### src/assert_macros.svh
// Assertion macros shared by the modules that check their own behavior.
`ifndef ASSERT_MACROS_SVH
`define ASSERT_MACROS_SVH

// Same-cycle implication, disabled while reset is asserted.
`define ASSERT_IMPLY(LABEL, CLK, RSTN, ANTE, CONS, MSG) \
    LABEL: assert property (@(posedge CLK) disable iff (!RSTN) (ANTE) |-> (CONS)) \
        else $error(MSG);

// Next-cycle implication, disabled while reset is asserted.
`define ASSERT_NEXT(LABEL, CLK, RSTN, ANTE, CONS, MSG) \
    LABEL: assert property (@(posedge CLK) disable iff (!RSTN) (ANTE) |=> (CONS)) \
        else $error(MSG);

`endif

### src/pidaw_pkg.sv
// Shared types and constants of the anti-windup PID controller.
`timescale 1ns / 1ps

package pidaw_pkg;

    localparam int CFG_INDEX_W = 3;
    localparam int CFG_DATA_W  = 32;

    // Configuration register indexes.
    localparam logic [CFG_INDEX_W-1:0] REG_CONTROL_MODE  = 3'd0;
    localparam logic [CFG_INDEX_W-1:0] REG_PROP_GAIN     = 3'd1;
    localparam logic [CFG_INDEX_W-1:0] REG_INTEG_GAIN_TS = 3'd2;
    localparam logic [CFG_INDEX_W-1:0] REG_DERIV_GAIN    = 3'd3;
    localparam logic [CFG_INDEX_W-1:0] REG_DERIV_ALPHA   = 3'd4;
    localparam logic [CFG_INDEX_W-1:0] REG_TRACK_GAIN    = 3'd5;
    localparam logic [CFG_INDEX_W-1:0] REG_OUT_MIN       = 3'd6;
    localparam logic [CFG_INDEX_W-1:0] REG_OUT_MAX       = 3'd7;

    // Anti-windup codes in control_mode[1:0]; the unused code acts as none.
    localparam logic [1:0] AW_NONE     = 2'd0;
    localparam logic [1:0] AW_BACKCALC = 2'd1;
    localparam logic [1:0] AW_CLAMP    = 2'd2;

    localparam int MODE_ON_MEAS_BIT = 2;
    localparam int MODE_REVERSE_BIT = 3;

    localparam logic signed [31:0] OUT_MIN_RESET = 32'shFFFF_0000;
    localparam logic signed [31:0] OUT_MAX_RESET = 32'sh0001_0000;

    typedef struct packed {
        logic [3:0]         mode;
        logic signed [31:0] prop_gain;
        logic signed [31:0] integ_gain_ts;
        logic signed [31:0] deriv_gain;
        logic [15:0]        deriv_alpha;
        logic [30:0]        track_gain;
        logic signed [31:0] out_min;
        logic signed [31:0] out_max;
    } cfg_t;

    typedef struct packed {
        logic signed [31:0] integrator;
        logic signed [31:0] deriv_filt;
        logic signed [31:0] last_err;
        logic signed [31:0] last_meas;
        logic signed [31:0] last_clamped;
        logic signed [31:0] last_unclamped;
    } state_t;

endpackage

### src/pidaw_cfg.sv
// Configuration register file of the anti-windup PID controller.
`timescale 1ns / 1ps

module pidaw_cfg (
    input  logic                               clk,
    input  logic                               rst_n,
    input  logic                               cfg_write,
    input  logic [pidaw_pkg::CFG_INDEX_W-1:0]  cfg_index,
    input  logic [pidaw_pkg::CFG_DATA_W-1:0]   cfg_data,
    output pidaw_pkg::cfg_t                    cfg
);

    pidaw_pkg::cfg_t cfg_reg;
    pidaw_pkg::cfg_t cfg_next;

    always_comb
    begin
        cfg_next = cfg_reg;
        if (cfg_write)
        begin
            unique case (cfg_index)
                pidaw_pkg::REG_CONTROL_MODE:  cfg_next.mode          = cfg_data[3:0];
                pidaw_pkg::REG_PROP_GAIN:     cfg_next.prop_gain     = cfg_data;
                pidaw_pkg::REG_INTEG_GAIN_TS: cfg_next.integ_gain_ts = cfg_data;
                pidaw_pkg::REG_DERIV_GAIN:    cfg_next.deriv_gain    = cfg_data;
                pidaw_pkg::REG_DERIV_ALPHA:   cfg_next.deriv_alpha   = cfg_data[15:0];
                pidaw_pkg::REG_TRACK_GAIN:    cfg_next.track_gain    = cfg_data[30:0];
                pidaw_pkg::REG_OUT_MIN:       cfg_next.out_min       = cfg_data;
                pidaw_pkg::REG_OUT_MAX:       cfg_next.out_max       = cfg_data;
                default:                      cfg_next = cfg_reg;
            endcase
        end
    end

    always_ff @(posedge clk or negedge rst_n)
    begin
        if (!rst_n)
        begin
            cfg_reg.mode          <= '0;
            cfg_reg.prop_gain     <= '0;
            cfg_reg.integ_gain_ts <= '0;
            cfg_reg.deriv_gain    <= '0;
            cfg_reg.deriv_alpha   <= '0;
            cfg_reg.track_gain    <= '0;
            cfg_reg.out_min       <= pidaw_pkg::OUT_MIN_RESET;
            cfg_reg.out_max       <= pidaw_pkg::OUT_MAX_RESET;
        end
        else
        begin
            cfg_reg <= cfg_next;
        end
    end

    assign cfg = cfg_reg;

endmodule

### config.mk
export PLATFORM = sky130hd
export DESIGN_NAME = pidaw_cfg
export DESIGN_NICKNAME = d
export VERILOG_FILES = /design/src/assert_macros.svh /design/src/pidaw_pkg.sv /design/src/pidaw_cfg.sv
export SDC_FILE = /design/constraint.sdc
export NUM_CORES = 1
export LEC_CHECK = 0
export BUFFER_PORTS_ARGS = -buffer_cell sky130_fd_sc_hd__clkbuf_2
export CORE_UTILIZATION = 35
export DETAILED_ROUTE_END_ITERATION = 8
export PLACE_DENSITY = 0.73
export SYNTH_ARGS = -nofsm -noshare
export SYNTH_HDL_FRONTEND = slang
export SYNTH_SLANG_ARGS = --single-unit
### constraint.sdc
create_clock -name clk -period 0.8 [get_ports clk]
set_input_delay 0.04 -clock clk [delete_from_list [all_inputs] [get_ports clk]]
set_output_delay 0.04 -clock clk [all_outputs]
set_load 0.01 [all_outputs]
==> flow_metrics.tcl, run 1 <==
set metrics [dict create \
    outcome "finished with violations" \
    violations "design-rule violations, negative setup slack" \
    p_per_area_nw_per_um2 2790 \
    numCtsBuffers 23 \
    path_buf_inv 1 \
    drcViolationCount 13 \
    fin_ws_ns -0.404 \
    ys_seq_elements 211 \
    clk_pin_slew_ns 0.06 \
    core.rowCount 54 \
    drt-initial-drc-count 190 \
    gp_congestion 0.742 \
    track_usage_pct 17.5 \
    ys_seq_area_share_pct 66.9 \
    die_y_um 152 \
    dieArea_um2 23200 \
    worstSetupStartpoint "cfg[59]" \
    syn_inst 455 \
    cts_tree "yes" \
    cap_violations 0 \
    largest_reg_flops 211 \
    core_area_um2 22000 \
    drt_pass1_iterations 9 \
    grt_pass1_wl_mm 31.9 \
    fin_crit_sh_pct 151 \
    synthTopCellsByArea "dfrtp_1 (61%), mux2_2 (28%), dfstp_2 (5.6%)" \
    cp-start-kind "flip-flop" \
    grt_overflow 0 \
    via_count 5400 \
    syn_nets 493 \
    synth.most_common_cell "mux2_2" \
    cp.arrival_ns 1.16 \
    finalHoldViolations 0 \
    synth_top_area_share_pct 61.3 \
    cts.sinks 211 \
    tightest_slew_ns 0.282 \
    cp_top_family "flip-flops" \
    place_ws_ns -0.591 \
    antenna_found_initial 0 \
    synth_area_leader_cell "dfrtp_1" \
    maxSlewHeadroom_pct 81.1 \
    clk_latency_ns 0.51 \
    cp-end-kind "output port" \
    final_nets 870 \
    cp_data_required_time_ns 0.76 \
    path_class "flip-flop to output port" \
    timing.final.crit_period_ns 1.20 \
    crit_path_top_delay_cell "dfstp_2" \
    wire_per_inst_um 19.8 \
    r2r_start "cfg[171]" \
    fmax_mhz 831 \
    syn_area_per_cell_um2 17.4 \
    worstPathMaxFanout 2 \
    synth_common_cells "mux2_2 (197), dfrtp_1 (194), dfstp_2 (17)" \
    skew_ns 0 \
    grt_pass1_vias 5615 \
    area_growth_pct 55.6 \
    async_reset_ff_share_pct 100 \
    dp.cells 990 \
    start_util_pct 36.0 \
    slowest_delay_ns 0.55 \
    p_leak_nw 6.01 \
    synth_edf_count 0 \
    cts_root_buf "clkbuf_16" \
    io_pins 249 \
    antennaDiodeCount 0 \
    io_buffers 248 \
    grt_max_degree 33 \
    synth_area_um2 7920 \
    setup_viol 277 \
    routed_via_density 4.78 \
    yosys_warnings 0 \
    cts_max_level 1 \
    rsz0062_at_grt "true" \
    ir_drop_uv 1810 \
    fin_util_pct 56.0 \
    maxSlewViolCount 0 \
    power_mw 34.3 \
    clk_path_buf_depth 3 \
    fp.dieW_um 152 \
    post-dp-hpwl_mm 12.9 \
    synth_top_flop_cell "dfrtp_1" \
    path_cells "buf_8" \
    min_path_type "input pin to async pin" \
    ys_types 11 \
    ant_nets 0 \
    drive_above_1_share_pct 71.6 \
    fin_cells 1129 \
    totalWireLength_mm 22.4 \
]
cells in the final DEF (no fill, tap or decap):
cell type / instances
nor4b_2: 1
clkbuf_16: 27
clkbuf_8: 7
buf_8: 1
clkbuf_2: 194
inv_16: 1
dfrtp_1: 194
mux2_4: 86
clkinv_2: 4
nand4_1: 1
clkbuf_1: 9
buf_2: 5
nand4b_1: 3
buf_6: 92
mux2_2: 125
buf_16: 1
dfstp_2: 17
nor4bb_4: 3
buf_12: 21
buf_4: 23
dlygate4sd3_1: 34
report_power, final:
group          internal, mW  switching, mW
combinational          5.77           3.80
sequential             13.2           1.49
clock                  5.83           4.26
timing repair:
action | CTS | global route
hold buffers | 34 | 0
pin swaps | 3 | 2
setup endpoints to repair | 273 | 338
endpoints found under the hold margin | 422 | 0
cloned | 1 | 5
setup buffers | 47 | 32
gates resized for setup | 27 | 185
cell families after synthesis:
kind of cell	synth area share [%]
buffers and inverters	2.13
flip-flops	66.9
AND/OR/NAND/NOR	0.979
multiplexers	30.0
worst paths after layout:
path / depth (start not counted) / endpoint / slack [ns]
max in group asynchronous: 3 / cfg[161] / 0.06
min in group clk: 4 / cfg[207] / 0.10
hold reg to reg: 1 / cfg[117] / 0.50
setup reg to reg: 2 / cfg[171] / -0.11
hold / removal: 3 / cfg[124] / 0.07
setup / recovery: 1 / cfg[59] / -0.40
cell type report:
type	instances	area (µm²)
clock inverters	5	40.0
repair buffers	377	3140
clock buffers	37	678
multi-input cells	219	2820
fillers	1680	9700
flip-flops and latches	211	5300
well taps	280	350
per-layer routing:
| metal | vias to the layer above | share of wire (%) | track usage (%) | wire (µm) |
|---|---|---|---|---|
| met5 | - | 0 | 0 | 0 |
| met4 | 0 | 1.8 | 4.18 | 405 |
| met3 | 35 | 5.6 | 4.44 | 1250 |
| met2 | 176 | 48 | 28.2 | 10800 |
| met1 | 2809 | 44 | 23.7 | 9920 |
| li1 | 2380 | - | - | - |
through the flow:
step	hold slack (ns)	instance area, µm²	TNS, ns
after floorplan	-0.256	8220	-57.86
after global placement	-0.129	10000	-102.46
after detailed placement	-0.127	10000	-107.88
after CTS	0.0515	11600	-64.88
after global routing	0.0562	12300	-72.24
final	0.0700	12300	-63.10
No activity file was read; power rests on OpenSTA's default activity.
==> run 2: changes to the inputs <==
--- a/config.mk
+++ b/config.mk
@@ -10,4 +10,5 @@
 export DETAILED_ROUTE_END_ITERATION = 8
 export PLACE_DENSITY = 0.73
+export SETUP_SLACK_MARGIN = 0.05
 export SYNTH_ARGS = -nofsm -noshare
 export SYNTH_HDL_FRONTEND = slang
==> constraint.sdc (replaced) <==
create_clock -name clk -period 0.8 [get_ports clk]
set_input_delay 0.04 -clock clk [delete_from_list [all_inputs] [get_ports clk]]
set_output_delay 0.04 -clock clk [all_outputs]
set_load 0.02 [all_outputs]
==> flow_metrics.tcl, run 2 (synthesis results as in run 1) <==
set metrics [dict create \
    numCtsBuffers 23 \
    maxSlewHeadroom_pct 82.0 \
    via_count 5660 \
    p_per_area_nw_per_um2 2890 \
    clk_latency_ns 0.51 \
    sequentialPowerShare_pct 37.5 \
    tightest_slew_ns 0.269 \
    intPower_mw 28.3 \
    drcViolationCount 17 \
    grt_max_degree 33 \
    violations "design-rule violations, negative setup slack" \
    setup_viol 303 \
    area_growth_pct 78.7 \
    dp.cells 990 \
    power_mw 41.0 \
    crit_path_top_delay_cell "dfstp_2" \
    antennaDiodeCount 0 \
    largest_reg_flops 211 \
    grt_pass1_wl_mm 35.7 \
    fmax_mhz 804 \
    drive_above_1_share_pct 72.4 \
    gp_congestion 0.742 \
    power.share.combinational_pct 37.6 \
    cp_data_required_time_ns 0.76 \
    ant_nets 0 \
    outcome "finished with violations" \
    grt_overflow 0 \
    finalHoldViolations 0 \
    dieArea_um2 23200 \
    skew_ns 0 \
    switching_share_pct 30.9 \
    mostFrequentLayoutCell "buf_6" \
    drt-initial-drc-count 190 \
    cp.arrival_ns 1.20 \
    final_nets 894 \
    min_path_type "input pin to flip-flop" \
    clk_pin_slew_ns 0.06 \
    p_clk_share_pct 24.9 \
    path_class "flip-flop to output port" \
    io_pins 249 \
    core_area_um2 22000 \
    post-dp-hpwl_mm 12.9 \
    drt_pass1_iterations 8 \
    worstPathMaxFanout 2 \
    core.rowCount 54 \
    power_switching_mw 12.7 \
    fin_ws_ns -0.444 \
    antenna_found_initial 0 \
    wire_per_inst_um 23.8 \
    cp_top_family "flip-flops" \
    rrSetupSlack_ns -0.19 \
    cts_max_level 1 \
    cts_tree "yes" \
    io_buffers 248 \
    start_util_pct 36.0 \
    finalInstanceArea_um2 14200 \
    rsz0062_at_grt "true" \
    timing.final.crit_period_ns 1.24 \
    cts.sinks 211 \
    place_ws_ns -0.591 \
    cap_violations 0 \
    grt_pass1_vias 6008 \
    regArea_um2 5300 \
    clk_path_buf_depth 3 \
    totalWireLength_mm 27.4 \
    cp-end-kind "output port" \
    path_buf_inv 1 \
    multi_input_area_um2 3100 \
    track_usage_pct 19.7 \
    fillers 1387 \
    fp.dieW_um 152 \
    routed_via_density 4.91 \
    fin_cells 1153 \
    ir_drop_uv 1860 \
    die_y_um 152 \
    cp-start-kind "flip-flop" \
    setup_tns_ns -72.98 \
    slowest_delay_ns 0.57 \
    maxSlewViolCount 0 \
    cts_root_buf "clkbuf_16" \
    fin_crit_sh_pct 155 \
    p_leak_nw 6.94 \
    path_cells "buf_8" \
    most-common-layout-cells "buf_6 (201), dfrtp_1 (194), mux2_4 (159)" \
    postPlaceCellArea_um2 10000 \
]
[run 2: power groups by stage]
stage	combinational [mW]	clock [mW]	sequential (mW)
global route	16.0	10.9	15.5
detailed placement	9.15	0	14.6
floorplan	2.55	0	17.4
finish	15.4	10.2	15.3
CTS	11.8	10.3	14.6
global placement	9.00	0	14.5
[run 2: final cells by class]
class                           instances  share of cell area (%)
Clock buffer                           37                    4.79
Clock inverter                          5                   0.283
Multi-Input combinational cell        219                    21.9
Sequential cell                       211                    37.4
Tap cell                              280                    2.47
Timing Repair Buffer                  401                    33.1
[run 2: worst paths after layout]
check,endpoint,startpoint,cells after the start
setup reg to reg,cfg[189],cfg[189],3
hold reg to reg,cfg[163],cfg[163],1
min in group asynchronous,cfg[128],rst_n,3
setup / recovery,cfg[63],cfg[63],1
hold / removal,cfg[95],cfg_index[1],4
max in group asynchronous,cfg[161],rst_n,3
[run 2: routing by layer]
layer / global-route usage, % / part of all wire [%] / vias to the layer above
met5: 0 / 0 / -
li1: - / - / 2417
met2: 34.1 / 52 / 205
met4: 5.00 / 2.7 / 0
met3: 4.38 / 6.0 / 53
met1: 25.2 / 40 / 2985
[run 2: timing repair]
item	in CTS	in global routing
cloned	4	3
endpoints found under the hold margin	422	4
buffers inserted	47	54
setup endpoints to repair	373	412
pin swaps	2	3
resized for setup	229	555
hold buffers	34	1
[run 2: per-stage QoR]
step                      hold slack (ns)  utilization [%]
after global placement             -0.129             45.5
after floorplan                    -0.256                -
after CTS                          0.0515             56.9
after global routing               0.0203             64.3
final                              0.0378             64.3
after detailed placement           -0.127             45.5
==> run 3: changes to the inputs <==
- CTS_BUF_LIST: unset -> sky130_fd_sc_hd__clkbuf_4
==> flow_metrics.tcl, run 3 (synthesis results as in run 1) <==
set metrics [dict create \
    io_buffers 248 \
    min_path_type "input pin to flip-flop" \
    skew_ns 0 \
    p_clk_share_pct 23.8 \
    setup_viol 504 \
    via_count 5749 \
    grt_overflow 0 \
    violations "design-rule violations, negative setup slack" \
    mostFrequentLayoutCell "dfrtp_1" \
    fp.dieW_um 152 \
    outcome "finished with violations" \
    cts_tree "yes" \
    p_leak_nw 6.88 \
    cts_root_buf "clkbuf_4" \
    antenna_found_initial 1 \
    grt_max_degree 33 \
    sequentialPowerShare_pct 38.1 \
    totalWireLength_mm 25.9 \
    p_per_area_nw_per_um2 2890 \
    start_util_pct 36.0 \
    numCtsBuffers 56 \
    fin_ws_ns -0.589 \
    path_cells "buf_8" \
    cp-end-kind "output port" \
    tightest_slew_ns 0.525 \
    rrSetupSlack_ns -0.22 \
    clk_latency_ns 0.63 \
    wire_per_inst_um 21.3 \
    cts_max_level 2 \
    most-common-layout-cells "dfrtp_1 (194), buf_6 (188), mux2_4 (152)" \
    final_nets 921 \
    setup_tns_ns -180.79 \
    maxSlewViolCount 0 \
    cts.sinks 211 \
    r2r_start "cfg[10]" \
    worstPathMaxFanout 2 \
    drt-initial-drc-count 239 \
    ir_drop_uv 1560 \
    maxSlewHeadroom_pct 64.9 \
    rsz0062_at_grt "true" \
    intPower_mw 27.1 \
    drive_above_1_share_pct 73.3 \
    power.share.combinational_pct 38.1 \
    fin_cells 1212 \
    track_usage_pct 19.4 \
    die_y_um 152 \
    dp.cells 990 \
    grt_pass1_wl_mm 35.3 \
    holdPathEnd "cfg[102]" \
    drt_pass1_iterations 9 \
    core.rowCount 54 \
    grt_use_met3_pct 5.40 \
    dieArea_um2 23200 \
    slowest_delay_ns 0.57 \
    cp.arrival_ns 1.35 \
    grt_util_met1_pct 23.5 \
    path_buf_inv 1 \
    finalHoldViolations 0 \
    area_growth_pct 74.7 \
    routed_via_density 4.74 \
    largest_reg_flops 211 \
    fmax_mhz 720 \
    grt_most_used_layer "met2" \
    grt_util_met2_pct 33.0 \
    crit_path_top_delay_cell "dfstp_2" \
    hold_start "cfg_index[1]" \
    cp_data_required_time_ns 0.76 \
    ant_nets 0 \
    reg2reg_depth 3 \
    core_area_um2 22000 \
    cp_top_family "flip-flops" \
    cap_violations 0 \
    path_class "flip-flop to output port" \
    grt_pass1_vias 6301 \
    gp_congestion 0.742 \
    fin_crit_sh_pct 174 \
    switching_share_pct 32.3 \
    power_switching_mw 13.0 \
    timing.final.crit_period_ns 1.39 \
    io_pins 249 \
    clk_pin_slew_ns 0.09 \
    drcViolationCount 13 \
    clk_path_buf_depth 3 \
    hold_depth 4 \
    post-dp-hpwl_mm 12.9 \
    regToRegEndpoint "cfg[10]" \
    cp-start-kind "flip-flop" \
]
## run 3: metal layers
layer  vias to the layer above  wire length, µm
met3                        60             1710
met5                         -                0
li1                       2510                -
met4                         0              761
met1                      2954             9860
met2                       225            13500
## run 3: repair_timing
item                                   in CTS  in global routing
gates resized for setup                   212                529
pin swaps                                   0                  0
endpoints found under the hold margin     422                 45
setup buffers                              45                 58
setup endpoints to repair                 333                625
hold buffers                               34                  1
## run 3: final cells by class
| cell class | count | area, µm² |
|---|---|---|
| Timing Repair Buffer | 395 | 4410 |
| Clock inverter | 25 | 106 |
| Tap cell | 280 | 350 |
| Clock buffer | 81 | 608 |
| Fill cell | 1469 | 8180 |
| Sequential cell | 211 | 5300 |
| Antenna cell | 1 | 2.50 |
| Multi-Input combinational cell | 219 | 3070 |
## run 3: worst max-delay path by stage
stage / from / end / slack, ns / depth (start not counted)
global placement: cfg_index[2] / cfg[174] / -0.54 / 4
global route: cfg[50] / cfg[50] / -0.66 / 1
finish: cfg[50] / cfg[50] / -0.59 / 1
CTS: cfg[52] / cfg[52] / -0.65 / 1
floorplan: cfg_index[0] / cfg[156] / -0.39 / 5
detailed placement: cfg_index[2] / cfg[188] / -0.59 / 4
## run 3: power by group through the flow
stage	clock network [mW]	logic (mW)	registers [mW]
after floorplan	0	2.55	17.4
after global placement	0	9.00	14.5
after detailed placement	0	9.15	14.6
after CTS	9.61	11.8	14.6
after global routing	10.4	15.9	15.5
final	9.52	15.3	15.3
## run 3: per-stage QoR
stage	hold WS (ns)	util (%)	total power, mW	setup WS (ns)	area (µm²)
2_1_floorplan	-0.256	-	20.0	-0.391	8220
3_3_place_gp	-0.129	45.5	23.5	-0.540	10000
3_5_place_dp	-0.127	45.5	23.7	-0.591	10000
4_1_cts	-0.0144	56.0	36.0	-0.646	12300
5_1_grt	0.00892	62.8	41.7	-0.657	13800
6_report	0.0547	62.8	40.1	-0.589	13800
